**config.mk**
```make
export PLATFORM = sky130hd
export DESIGN_NAME = config_token_syntax_checker_top_flat
export DESIGN_NICKNAME = d
export VERILOG_FILES = /design/src/rtl/core/cts_pkg.sv /design/src/rtl/core/cts_in_if.sv /design/src/rtl/core/cts_out_if.sv /design/src/rtl/core/config_token_syntax_checker_top.sv /design/src/rtl/core/cts_front.sv /design/src/rtl/core/cts_queue.sv /design/src/rtl/core/cts_back.sv /design/src/flat_wrapper.sv
export SDC_FILE = /design/constraint.sdc
export NUM_CORES = 1
export LEC_CHECK = 0
export BUFFER_PORTS_ARGS = -buffer_cell sky130_fd_sc_hd__buf_2
export CORE_MARGIN = 2
export CORE_UTILIZATION = 25
export DETAILED_ROUTE_END_ITERATION = 7
export PLACE_DENSITY = 0.43
export SETUP_SLACK_MARGIN = 0.1
export SYNTH_ARGS = -nofsm -noshare
export SYNTH_HDL_FRONTEND = slang
export SYNTH_HIERARCHICAL = 1
export SYNTH_SLANG_ARGS = --single-unit
```
**constraint.sdc**
```tcl
create_clock -name clk_i -period 5.2 [get_ports clk_i]
set_input_delay 1.04 -clock clk_i [delete_from_list [all_inputs] [get_ports clk_i]]
set_output_delay 1.04 -clock clk_i [all_outputs]
set_load 0.01 [all_outputs]
```
**src/rtl/core/cts_pkg.sv**
```systemverilog
`timescale 1ns / 1ps
// ----------------------------------------------------------------------------
// Configuration token checker package
// Shared types, character codes and event codes of the token syntax checker.
// ----------------------------------------------------------------------------
package cts_pkg;

  // input operation codes
  localparam logic OpText = 1'b0;
  localparam logic OpEnd  = 1'b1;

  // result event codes
  localparam logic [1:0] EvValue  = 2'd0;
  localparam logic [1:0] EvDone   = 2'd1;
  localparam logic [1:0] EvAccept = 2'd2;
  localparam logic [1:0] EvReject = 2'd3;

  // token kinds reported on a completed token
  localparam logic [2:0] KindWord  = 3'd0;
  localparam logic [2:0] KindOpen  = 3'd1;
  localparam logic [2:0] KindClose = 3'd2;
  localparam logic [2:0] KindSemi  = 3'd3;
  localparam logic [2:0] KindCmt   = 3'd4;

  // characters with a meaning to the lexer
  localparam logic [7:0] ChOpen   = 8'h7B;
  localparam logic [7:0] ChClose  = 8'h7D;
  localparam logic [7:0] ChHash   = 8'h23;
  localparam logic [7:0] ChSemi   = 8'h3B;
  localparam logic [7:0] ChDquote = 8'h22;
  localparam logic [7:0] ChSquote = 8'h27;
  localparam logic [7:0] ChSpace  = 8'h20;
  localparam logic [7:0] ChTab    = 8'h09;
  localparam logic [7:0] ChNl     = 8'h0A;
  localparam logic [7:0] ChCr     = 8'h0D;

  // results one input beat can cause, and the queue between front and back
  localparam int unsigned MaxRes  = 3;
  localparam int unsigned QDepth  = 4;
  localparam int unsigned QPtrW   = 2;

  // lexer mode, one-hot
  typedef enum logic [4:0] {
    ModeIdle = 5'b00001,
    ModeWord = 5'b00010,
    ModeSq   = 5'b00100,
    ModeDq   = 5'b01000,
    ModeCmt  = 5'b10000
  } mode_e;

  // last grammar token seen
  typedef enum logic [2:0] {
    PrevStart = 3'd0,
    PrevWord  = 3'd1,
    PrevOpen  = 3'd2,
    PrevClose = 3'd3,
    PrevSemi  = 3'd4
  } prev_e;

  // one result without its last flag
  typedef struct packed {
    logic [1:0] event_res;
    logic [7:0] value_byte;
    logic [2:0] token_kind;
    logic       new_statement;
    logic [3:0] depth;
  } result_t;

  // all results of one input beat
  typedef struct packed {
    logic [1:0]           cnt;
    result_t [MaxRes-1:0] res;
  } bundle_t;

  function automatic result_t mk_res(logic [1:0] ev, logic [7:0] vb, logic [2:0] kind,
                                     logic ns, logic [3:0] dep);
    result_t r;
    r.event_res     = ev;
    r.value_byte    = vb;
    r.token_kind    = kind;
    r.new_statement = ns;
    r.depth         = dep;
    return r;
  endfunction

endpackage

```
**src/rtl/core/cts_in_if.sv**
```systemverilog
`timescale 1ns / 1ps
// ----------------------------------------------------------------------------
// Text input channel
// Valid/ready channel carrying one text byte or an end-of-input mark.
// ----------------------------------------------------------------------------
interface cts_in_if;
  logic       valid;
  logic       ready;
  logic       op;
  logic [7:0] text_byte;

  modport source (output valid, output op, output text_byte, input ready);
  modport sink (input valid, input op, input text_byte, output ready);
endinterface

```
**src/rtl/core/cts_out_if.sv**
```systemverilog
`timescale 1ns / 1ps
// ----------------------------------------------------------------------------
// Result output channel
// Valid/ready channel carrying one token event per beat.
// ----------------------------------------------------------------------------
interface cts_out_if;
  logic       valid;
  logic       ready;
  logic [1:0] event_res;
  logic [7:0] value_byte;
  logic [2:0] token_kind;
  logic       new_statement;
  logic [3:0] depth;
  logic       last;

  modport source (output valid, output event_res, output value_byte, output token_kind,
                  output new_statement, output depth, output last, input ready);
  modport sink (input valid, input event_res, input value_byte, input token_kind,
                input new_statement, input depth, input last, output ready);
endinterface

```
**src/rtl/core/config_token_syntax_checker_top.sv**
```systemverilog
`timescale 1ns / 1ps
// ----------------------------------------------------------------------------
// Configuration token syntax checker
// Tokenizes a block-structured configuration text and checks its grammar.
// ----------------------------------------------------------------------------
// The block takes one text byte or end-of-input mark per beat and answers
// with up to three result beats: value bytes, token-completed events and a
// final accept or reject verdict, the last one of each input beat flagged by
// last. The lexer front end takes a new byte every cycle as long as its
// four-entry bundle queue has room; the back end sends one result per cycle
// from an output register while the receiver is ready, so the sustained
// input rate is one byte per cycle, falling to one byte per result where
// bytes cause two or three results. A byte's results reach the output
// through the bundle queue and then the output register. Whitespace between
// tokens, ignored bytes after a failure, and rejected tokens give no result.
// ----------------------------------------------------------------------------
module config_token_syntax_checker_top #(
  parameter int unsigned MAX_DEPTH = 15
) (
  input  logic      clk_i,
  input  logic      rst_ni,
  cts_in_if.sink    in_i,
  cts_out_if.source out_o
);

  logic             push;
  logic             full;
  logic             pop;
  logic             nonempty;
  cts_pkg::bundle_t bundle;
  cts_pkg::bundle_t head;

  // lexer and grammar check
  cts_front #(
    .MAX_DEPTH(MAX_DEPTH)
  ) u_front (
    .clk_i   (clk_i),
    .rst_ni  (rst_ni),
    .in_i    (in_i),
    .full_i  (full),
    .push_o  (push),
    .bundle_o(bundle)
  );

  // bundle queue
  cts_queue u_queue (
    .clk_i     (clk_i),
    .rst_ni    (rst_ni),
    .push_i    (push),
    .bundle_i  (bundle),
    .full_o    (full),
    .pop_i     (pop),
    .nonempty_o(nonempty),
    .head_o    (head)
  );

  // result sequencing
  cts_back u_back (
    .clk_i     (clk_i),
    .rst_ni    (rst_ni),
    .nonempty_i(nonempty),
    .head_i    (head),
    .pop_o     (pop),
    .out_o     (out_o)
  );

endmodule

```
**src/rtl/core/cts_front.sv**
```systemverilog
`timescale 1ns / 1ps
// ----------------------------------------------------------------------------
// Token checker front end
// Lexes one byte per beat, checks token order and nesting, and builds the
// bundle of results the byte causes.
// ----------------------------------------------------------------------------
module cts_front #(
  parameter int unsigned MAX_DEPTH = 15
) (
  input  logic             clk_i,
  input  logic             rst_ni,
  cts_in_if.sink           in_i,
  input  logic             full_i,
  output logic             push_o,
  output cts_pkg::bundle_t bundle_o
);

  localparam logic [3:0] DepthLimit = (MAX_DEPTH < 15) ? 4'(MAX_DEPTH) : 4'd15;

  cts_pkg::mode_e mode_q, mode_d;
  cts_pkg::prev_e prev_q, prev_d;
  logic [3:0]     depth_q, depth_d;
  logic           failed_q, failed_d;

  logic [1:0]       n;
  cts_pkg::result_t res [cts_pkg::MaxRes];
  logic             do_between;
  logic             ok;
  logic             accept;
  logic [7:0]       c;

  assign in_i.ready = !full_i;
  assign accept     = in_i.valid && !full_i;
  assign c          = in_i.text_byte;

  // next lexer state and results of this beat
  always_comb begin
    mode_d     = mode_q;
    prev_d     = prev_q;
    depth_d    = depth_q;
    failed_d   = failed_q;
    n          = 2'd0;
    do_between = 1'b0;
    ok         = 1'b0;
    for (int i = 0; i < cts_pkg::MaxRes; i++) begin
      res[i] = '0;
    end

    if (in_i.op == cts_pkg::OpText) begin
      if (!failed_q) begin
        unique case (mode_q)
          cts_pkg::ModeWord: begin
            if (c == cts_pkg::ChSpace || c == cts_pkg::ChTab || c == cts_pkg::ChNl ||
                c == cts_pkg::ChCr || c == cts_pkg::ChSemi || c == cts_pkg::ChOpen ||
                c == cts_pkg::ChClose) begin
              // delimiter ends the word, then acts between tokens
              res[n]     = cts_pkg::mk_res(cts_pkg::EvDone, 8'd0, cts_pkg::KindWord,
                                           prev_d != cts_pkg::PrevWord, depth_d);
              n          = n + 2'd1;
              prev_d     = cts_pkg::PrevWord;
              mode_d     = cts_pkg::ModeIdle;
              do_between = 1'b1;
            end else begin
              res[n] = cts_pkg::mk_res(cts_pkg::EvValue, c, cts_pkg::KindWord, 1'b0, depth_d);
              n      = n + 2'd1;
            end
          end
          cts_pkg::ModeSq, cts_pkg::ModeDq: begin
            res[n] = cts_pkg::mk_res(cts_pkg::EvValue, c, cts_pkg::KindWord, 1'b0, depth_d);
            n      = n + 2'd1;
            if ((mode_q == cts_pkg::ModeSq && c == cts_pkg::ChSquote) ||
                (mode_q == cts_pkg::ModeDq && c == cts_pkg::ChDquote)) begin
              res[n] = cts_pkg::mk_res(cts_pkg::EvDone, 8'd0, cts_pkg::KindWord,
                                       prev_d != cts_pkg::PrevWord, depth_d);
              n      = n + 2'd1;
              prev_d = cts_pkg::PrevWord;
              mode_d = cts_pkg::ModeIdle;
            end
          end
          cts_pkg::ModeCmt: begin
            if (c == cts_pkg::ChNl || c == cts_pkg::ChCr) begin
              mode_d = cts_pkg::ModeIdle;
              res[n] = cts_pkg::mk_res(cts_pkg::EvDone, 8'd0, cts_pkg::KindCmt, 1'b0, depth_d);
              n      = n + 2'd1;
            end else begin
              res[n] = cts_pkg::mk_res(cts_pkg::EvValue, c, cts_pkg::KindWord, 1'b0, depth_d);
              n      = n + 2'd1;
            end
          end
          default: begin
            mode_d     = cts_pkg::ModeIdle;
            do_between = 1'b1;
          end
        endcase

        // byte handled between tokens
        if (do_between) begin
          unique case (c) inside
            cts_pkg::ChOpen: begin
              if (prev_d != cts_pkg::PrevWord || depth_d >= DepthLimit) begin
                failed_d = 1'b1;
              end else begin
                res[n]  = cts_pkg::mk_res(cts_pkg::EvValue, c, cts_pkg::KindWord, 1'b0,
                                          depth_d);
                n       = n + 2'd1;
                depth_d = depth_d + 4'd1;
                res[n]  = cts_pkg::mk_res(cts_pkg::EvDone, 8'd0, cts_pkg::KindOpen, 1'b0,
                                          depth_d);
                n       = n + 2'd1;
                prev_d  = cts_pkg::PrevOpen;
              end
            end
            cts_pkg::ChClose: begin
              if ((prev_d != cts_pkg::PrevSemi && prev_d != cts_pkg::PrevOpen &&
                   prev_d != cts_pkg::PrevClose) || depth_d == 4'd0) begin
                failed_d = 1'b1;
              end else begin
                res[n]  = cts_pkg::mk_res(cts_pkg::EvValue, c, cts_pkg::KindWord, 1'b0,
                                          depth_d);
                n       = n + 2'd1;
                depth_d = depth_d - 4'd1;
                res[n]  = cts_pkg::mk_res(cts_pkg::EvDone, 8'd0, cts_pkg::KindClose, 1'b0,
                                          depth_d);
                n       = n + 2'd1;
                prev_d  = cts_pkg::PrevClose;
              end
            end
            cts_pkg::ChSemi: begin
              if (prev_d != cts_pkg::PrevWord) begin
                failed_d = 1'b1;
              end else begin
                res[n] = cts_pkg::mk_res(cts_pkg::EvValue, c, cts_pkg::KindWord, 1'b0,
                                         depth_d);
                n      = n + 2'd1;
                res[n] = cts_pkg::mk_res(cts_pkg::EvDone, 8'd0, cts_pkg::KindSemi, 1'b0,
                                         depth_d);
                n      = n + 2'd1;
                prev_d = cts_pkg::PrevSemi;
              end
            end
            cts_pkg::ChHash, cts_pkg::ChDquote, cts_pkg::ChSquote: begin
              if (c == cts_pkg::ChHash) begin
                mode_d = cts_pkg::ModeCmt;
              end else if (c == cts_pkg::ChDquote) begin
                mode_d = cts_pkg::ModeDq;
              end else begin
                mode_d = cts_pkg::ModeSq;
              end
              res[n] = cts_pkg::mk_res(cts_pkg::EvValue, c, cts_pkg::KindWord, 1'b0, depth_d);
              n      = n + 2'd1;
            end
            cts_pkg::ChSpace, cts_pkg::ChTab, cts_pkg::ChNl, cts_pkg::ChCr: begin
              mode_d = cts_pkg::ModeIdle;
            end
            default: begin
              mode_d = cts_pkg::ModeWord;
              res[n] = cts_pkg::mk_res(cts_pkg::EvValue, c, cts_pkg::KindWord, 1'b0, depth_d);
              n      = n + 2'd1;
            end
          endcase
        end
      end
    end else begin
      // end of input: close an open word or comment, then give the verdict
      if (!failed_q) begin
        if (mode_q == cts_pkg::ModeWord) begin
          res[n] = cts_pkg::mk_res(cts_pkg::EvDone, 8'd0, cts_pkg::KindWord,
                                   prev_d != cts_pkg::PrevWord, depth_d);
          n      = n + 2'd1;
          prev_d = cts_pkg::PrevWord;
        end else if (mode_q == cts_pkg::ModeCmt) begin
          res[n] = cts_pkg::mk_res(cts_pkg::EvDone, 8'd0, cts_pkg::KindCmt, 1'b0, depth_d);
          n      = n + 2'd1;
        end else if (mode_q == cts_pkg::ModeSq || mode_q == cts_pkg::ModeDq) begin
          failed_d = 1'b1;
        end
      end
      ok = !failed_d && depth_d == 4'd0 &&
           (prev_d == cts_pkg::PrevSemi || prev_d == cts_pkg::PrevClose);
      res[n]   = cts_pkg::mk_res(ok ? cts_pkg::EvAccept : cts_pkg::EvReject, 8'd0,
                                 cts_pkg::KindWord, 1'b0, 4'd0);
      n        = n + 2'd1;
      mode_d   = cts_pkg::ModeIdle;
      prev_d   = cts_pkg::PrevStart;
      depth_d  = 4'd0;
      failed_d = 1'b0;
    end
  end

  // bundle toward the queue; beats with no result push nothing
  always_comb begin
    bundle_o.cnt = n;
    for (int i = 0; i < cts_pkg::MaxRes; i++) begin
      bundle_o.res[i] = res[i];
    end
  end
  assign push_o = accept && (n != 2'd0);

  // lexer state
  always_ff @(posedge clk_i or negedge rst_ni) begin
    if (!rst_ni) begin
      mode_q   <= cts_pkg::ModeIdle;
      prev_q   <= cts_pkg::PrevStart;
      depth_q  <= 4'd0;
      failed_q <= 1'b0;
    end else if (accept) begin
      mode_q   <= mode_d;
      prev_q   <= prev_d;
      depth_q  <= depth_d;
      failed_q <= failed_d;
    end
  end

endmodule

```
**src/rtl/core/cts_queue.sv**
```systemverilog
`timescale 1ns / 1ps
// ----------------------------------------------------------------------------
// Token checker bundle queue
// Short first-in first-out queue of result bundles between front and back.
// ----------------------------------------------------------------------------
module cts_queue (
  input  logic             clk_i,
  input  logic             rst_ni,
  input  logic             push_i,
  input  cts_pkg::bundle_t bundle_i,
  output logic             full_o,
  input  logic             pop_i,
  output logic             nonempty_o,
  output cts_pkg::bundle_t head_o
);

  cts_pkg::bundle_t             mem_q [cts_pkg::QDepth];
  logic [cts_pkg::QPtrW-1:0]    wptr_q, rptr_q;
  logic [cts_pkg::QPtrW:0]      count_q;
  logic                         do_pop;

  assign full_o     = count_q == (cts_pkg::QPtrW + 1)'(cts_pkg::QDepth);
  assign nonempty_o = count_q != '0;
  assign head_o     = mem_q[rptr_q];
  assign do_pop     = pop_i && nonempty_o;

  // storage
  always_ff @(posedge clk_i) begin
    if (push_i) begin
      mem_q[wptr_q] <= bundle_i;
    end
  end

  // pointers and fill count
  always_ff @(posedge clk_i or negedge rst_ni) begin
    if (!rst_ni) begin
      wptr_q  <= '0;
      rptr_q  <= '0;
      count_q <= '0;
    end else begin
      if (push_i) begin
        wptr_q <= wptr_q + 1'b1;
      end
      if (do_pop) begin
        rptr_q <= rptr_q + 1'b1;
      end
      if (push_i && !do_pop) begin
        count_q <= count_q + 1'b1;
      end else if (!push_i && do_pop) begin
        count_q <= count_q - 1'b1;
      end
    end
  end

endmodule

```
**src/rtl/core/cts_back.sv**
```systemverilog
`timescale 1ns / 1ps
// ----------------------------------------------------------------------------
// Token checker back end
// Unpacks queued bundles into single result beats behind an output register.
// ----------------------------------------------------------------------------
module cts_back (
  input  logic             clk_i,
  input  logic             rst_ni,
  input  logic             nonempty_i,
  input  cts_pkg::bundle_t head_i,
  output logic             pop_o,
  cts_out_if.source        out_o
);

  logic [1:0]       idx_q;
  logic             valid_q;
  cts_pkg::result_t res_q;
  logic             last_q;
  logic             load;
  logic             is_last;
  cts_pkg::result_t sel;

  assign load    = nonempty_i && (!valid_q || out_o.ready);
  assign sel     = head_i.res[idx_q];
  assign is_last = idx_q == (head_i.cnt - 2'd1);
  assign pop_o   = load && is_last;

  // result index within the head bundle and output valid
  always_ff @(posedge clk_i or negedge rst_ni) begin
    if (!rst_ni) begin
      idx_q   <= 2'd0;
      valid_q <= 1'b0;
    end else begin
      if (load) begin
        idx_q   <= is_last ? 2'd0 : idx_q + 2'd1;
        valid_q <= 1'b1;
      end else if (out_o.ready) begin
        valid_q <= 1'b0;
      end
    end
  end

  // output payload register
  always_ff @(posedge clk_i) begin
    if (load) begin
      res_q  <= sel;
      last_q <= is_last;
    end
  end

  assign out_o.valid         = valid_q;
  assign out_o.event_res     = res_q.event_res;
  assign out_o.value_byte    = res_q.value_byte;
  assign out_o.token_kind    = res_q.token_kind;
  assign out_o.new_statement = res_q.new_statement;
  assign out_o.depth         = res_q.depth;
  assign out_o.last          = last_q;

endmodule
```
**src/flat_wrapper.sv**
```systemverilog
// flat-port wrapper written by rule: the top's interface ports become plain ports
module config_token_syntax_checker_top_flat 
#(
  parameter int unsigned MAX_DEPTH = 15
)
  (clk_i, rst_ni, in_i_valid, in_i_op, in_i_text_byte, in_i_ready, out_o_valid, out_o_event_res, out_o_value_byte, out_o_token_kind, out_o_new_statement, out_o_depth, out_o_last, out_o_ready);
  cts_in_if in_i_i ();
  cts_out_if out_o_i ();
  input  logic clk_i;
  input  logic rst_ni;
  input wire logic [$bits(in_i_i.valid)-1:0] in_i_valid;
  input wire logic [$bits(in_i_i.op)-1:0] in_i_op;
  input wire logic [$bits(in_i_i.text_byte)-1:0] in_i_text_byte;
  output wire logic [$bits(in_i_i.ready)-1:0] in_i_ready;
  output wire logic [$bits(out_o_i.valid)-1:0] out_o_valid;
  output wire logic [$bits(out_o_i.event_res)-1:0] out_o_event_res;
  output wire logic [$bits(out_o_i.value_byte)-1:0] out_o_value_byte;
  output wire logic [$bits(out_o_i.token_kind)-1:0] out_o_token_kind;
  output wire logic [$bits(out_o_i.new_statement)-1:0] out_o_new_statement;
  output wire logic [$bits(out_o_i.depth)-1:0] out_o_depth;
  output wire logic [$bits(out_o_i.last)-1:0] out_o_last;
  input wire logic [$bits(out_o_i.ready)-1:0] out_o_ready;
  assign in_i_i.valid = in_i_valid;
  assign in_i_i.op = in_i_op;
  assign in_i_i.text_byte = in_i_text_byte;
  assign in_i_ready = in_i_i.ready;
  assign out_o_valid = out_o_i.valid;
  assign out_o_event_res = out_o_i.event_res;
  assign out_o_value_byte = out_o_i.value_byte;
  assign out_o_token_kind = out_o_i.token_kind;
  assign out_o_new_statement = out_o_i.new_statement;
  assign out_o_depth = out_o_i.depth;
  assign out_o_last = out_o_i.last;
  assign out_o_i.ready = out_o_ready;
  config_token_syntax_checker_top #(.MAX_DEPTH(MAX_DEPTH)) u_core (.clk_i(clk_i), .rst_ni(rst_ni), .in_i(in_i_i), .out_o(out_o_i));
endmodule
```
* Word-level counts from Yosys, hierarchy flattened
Memories as Yosys holds them, arrays and structs flattened. Index checks and enable logic that the tools add are counted.
Cells by class: add/subtract/negate cells 11, order comparisons 8, eq/ne operators 26, muxes and demuxes 103, bitwise logic cells 3, reductions and logical operators 49
Operators by type and width (count):
- 54-bit two-way mux | 6
- 54-bit bitwise mux | 5
- 54-bit case mux with 4 select lines | 1
- 18-bit two-way mux | 9
- 17-bit two-way mux | 7
- 18-bit demux with 2-bit select | 3
- 18-bit case mux with 3 select lines | 1
- 3-bit two-way mux | 15
- 8-bit by 6-bit equality test with 1-bit output (second input constant) | 5
- 18-bit binary-select mux with 2-bit select | 1
- 5-bit two-way mux | 7
- 5-bit case mux with 3 select lines | 2
- 8-bit by 4-bit equality test with 1-bit output (second input constant) | 3
- 4-bit two-way mux | 6
- 1-bit two-way mux | 22
- 2-bit two-way mux | 11
- 8-bit by 7-bit equality test with 1-bit output (second input constant) | 2
- 1-bit logical AND | 16
- 1-bit logical OR | 13
- 2-bit by 1-bit adder with 2-bit output (second input constant) | 6
- 3-bit >= comparator (second input constant) | 3
- 3-bit by 1-bit < comparator with 1-bit output (second input constant) | 3
- 3-bit != test (second input constant) | 3
- 2-bit NOT with 3-bit output | 3
- 33 further kinds | 47
Word-level totals: register bits 42, bits in writable memories 224, input bits 13, memories 1
Memories:
- u_core.u_queue.mem_q | depth 4, bits a word 56, rd ports 1, clocked after memory_dff 0, wr ports 1, RTL line cts_queue.sv:17 | cts_pkg::bundle_t mem_q [cts_pkg::QDepth];

* Longest topological paths before layout
depth in word-level cells 26, mapped depth 18, mapped depth without buffers 16

* Cells and area by module
The synthesis kept the hierarchy.
Modules (own cells, without submodules):
- cts_queue | times used 1, cells each 327, area an instance 8501.9 sq um
- cts_front | times used 1, cells each 420, area an instance 2806.4 sq um
- cts_back | times used 1, cells each 102, area an instance 1157.4 sq um

* Least setup slack after synthesis
Ideal clock, no wire load.
path kind input to register, from in in_i_text_byte[1], to mem u_core/u_queue/mem_q[2][0] (netlist bit), enable pin, arrival 4.677 ns, data required time 4.780 ns, path slack 0.103 ns, cell stages on the path 13, buffers on the path 2, cell sequence buf_2 > nor4bb_1 > o2111a_1 > buf_4 > inv_2 > a31oi_1 > o21ai_0 > o211ai_1 > ha_1 > o21a_1 > o211ai_1 > o31a_1 > and2_1
RTL lines:
- start: declaration | RTL line flat_wrapper.sv:13 | input wire logic [$bits(in_i_i.text_byte)-1:0] in_i_text_byte;
- end: declaration | RTL line cts_queue.sv:17

==> out/metrics.csv <==
metric,value,unit
start_util,0.254,
slew_headroom,0.400,
finalHoldWorstSlack,0.478,ns
grt_pass1_wl,48.9,mm
hold_path.class,register to register,
dp_cells,1525,
p_int,4830,uW
drt_iter0_drc,657,
syn_area,12500,um^2
h-tree-depth,1,
power.net_switching,2310,uW
hold_violations,0,
finalNonFillerCells,1579,
globalplace.congestion,0.847,
clockBufferDepth,3,
post-cts-setup-buffers,0,
critPathMaxFanout,14,
syn2layout_area_growth,14.6,%
synth-seq-area-share,0.632,
fin_skew,0.0183,ns
fmax,240,MHz
p_seq_frac,0.431,
grt_util_met1,0.180,
fin_crit,4.17,ns
place_hpwl,21.4,mm
finalSetupTns,0,ns
drtPass1Iterations,5,
synthMostInstantiatedCell,edfxtp_1,
slew_viol_final,0,
swShare,0.323,
antenna_found_initial,0,
fin_crit_sh,0.802,
outcome,finished clean,
cts_sinks,266,
setup_viol,0,
grt_pass1_vias,7646,
die_h,227,um
yosys_warnings,6,
utilization,0.291,
synth_edf_count,243,
cts_buffers,30,
p_clk_frac,0.270,
drv_cap,0,
synthArstFlopShare,0.0865,
path_clk_slew,0.05,ns
cts_tree,yes,
num_io_pins,34,
fp.dieW,227,um
yosysTopAreaCell,edfxtp_1,
rsz0062_at_grt,false,
ir_drop,0.276,mV
required,5.67,ns
portBuffers,33,
layout.nets,919,
row_count,81,
critical_path.endpoint_type,register,
postSynthCellCount,849,
clk_latency,0.56,ns
yosys-top-cells-count,"edfxtp_1, nand2_1, mux4_2, nor2_1, a21oi_1",
routed_via_density,4.75,
final_layout_size_suffix_gt1_frac,0.208,
powerDensity,500,nW/um^2
place_ws,0.419,ns
cts.hold.buffers_added,0,
syn_area_per_cell,14.7,um^2
vias,7500,
crit_arrival,4.64,ns
synth-main-ff-cell,edfxtp_1,
grt_use_total,0.127,
grt_max_degree,44,
ant_nets,0,
worstSetupStartpointType,primary input,
grt_use_met3,0.0221,
dieArea,51700,um^2
netlist.area_leader.share,0.585,
cts_resized,0,
p_leak,0.00488,uW
grt-ovfl-total,0,
worstSetupPathType,primary input to register,
ys_types,82,
root_buffer,clkbuf_16,
grt-busiest-layer,met2,
drt-total-wl,32.5,mm
setup_slack,1.03,ns
core,49100,um^2
worst_slew_pin_slew,0.899,ns
ys_ff_latch,266,
combPwrFrac,0.298,
drc,0,
synth.area.top_cells,"edfxtp_1, mux4_2, dfrtp_1, nand2_1, mux2i_1",
avgRoutedWirePerCell,20.6,um
use_met2,0.204,
==> layer usage <==
layer	wire length [um]	up-vias
li1	-	3401
met1	15300	3892
met2	14900	163
met3	1790	44
met4	510	0
met5	0	-
==> final cells by class <==
| class | instances | area, um^2 |
|---|---|---|
| clock inverters | 18 | 125 |
| diodes | 1 | 2.50 |
| clock buffers | 35 | 769 |
| multi-input cells | 508 | 4190 |
| inverters | 25 | 93.8 |
| well taps | 664 | 831 |
| flip-flops and latches | 266 | 7880 |
| fillers | 5003 | 34800 |
| repair buffers | 62 | 395 |
==> kinds of logic (layout without fill, tap and decap cells) <==
| group | count (synthesis) | after routing | share of synthesized area |
|---|---|---|---|
| muxes | 79 | 79 | 0.120 |
| buffers and inverters | 78 | 140 | 0.0337 |
| adders and majority gates | 13 | 13 | 0.0137 |
| and+or+nand+nor | 232 | 232 | 0.0992 |
| xor gates and xnor gates | 14 | 14 | 0.0104 |
| other | 1 | 5 | 0.000301 |
| DFF | 266 | 266 | 0.632 |
| AOI/OAI and AO/OA | 166 | 166 | 0.0913 |
==> path summary, 6_finish.rpt <==
| path | from | endpoint | slack, ns | cells past startpoint |
|---|---|---|---|---|
| max | in_i_text_byte[1] | u_core/u_queue/count_q[2] | 1.03 | 17 |
| min | u_core/u_queue/count_q[2] | u_core/u_queue/count_q[2] | 0.48 | 1 |
| max reg2reg | u_core/u_front/mode_q[4] | u_core/u_queue/count_q[2] | 1.19 | 16 |
| min reg2reg | u_core/u_queue/count_q[2] | u_core/u_queue/count_q[2] | 0.48 | 1 |
| max in group asynchronous | rst_ni | u_core/u_queue/rptr_q[0] | 4.12 | 1 |
| min in group asynchronous | rst_ni | u_core/u_queue/wptr_q[1] | 0.53 | 1 |
==> worst max-delay path, cell delays in order <==
cell and delay (ns):
buf_2 0.21, nor4bb_1 0.35, o2111a_1 0.30, inv_2 0.05, a31oi_1 0.15, o21ai_0 0.10, o211ai_1 0.20, ha_1 0.30
o21a_1 0.18, o211ai_1 0.23, o31a_1 0.39, ha_1 0.26, inv_1 0.06, fa_1 0.37, xor2_1 0.17, nor2_1 0.12
xor2_1 0.15
==> layout by cell type (no fill, tap or decap), types with 5 or more instances in the layout <==
cell type	n
a31oi_1	7
and3_1	5
clkbuf_16	30
nand2_1	60
a211oi_1	9
buf_4	28
mux2i_1	22
mux4_2	56
xnor2_1	9
inv_1	23
and2_1	25
o21ai_0	27
clkbuf_1	5
nor3_1	20
a21oi_1	31
nand3_1	17
buf_2	33
clkinv_1	9
a22o_1	5
a21o_1	7
o22ai_1	8
or3_1	7
nor2b_1	12
dfrtp_1	20
nor2_1	39
edfxtp_1	243
nand2b_1	7
ha_1	12
o211ai_1	5
o21ai_1	21
==> power groups by stage <==
stage          registers (uW)  logic (uW)  clock network [uW]
2_1_floorplan            3020        1630                   0
3_3_place_gp             3140        2190                   0
3_5_place_dp             3140        2180                   0
4_1_cts                  3100        2180                2000
5_1_grt                  3130        2340                2080
6_report                 3080        2130                1930
==> registers in the layout, indices dropped and copies added, names as in the netlist, 3 cells and up <==
name,count
u_core/u_queue/mem_q,224
u_core/u_back/out_o.value_byte,8
u_core/u_front/mode_q,5
u_core/u_back/out_o.depth,4
u_core/u_front/depth_q,4
u_core/u_back/out_o.token_kind,3
u_core/u_front/prev_q,3
u_core/u_queue/count_q,3
==> stage by stage <==
step,instance area (um^2),power (uW)
global route,14300,7550
floorplan,12500,4650
detailed placement,13400,5320
CTS,14300,7280
global placement,13400,5320
finish,14300,7140
Power figures use the tool's default switching activity.
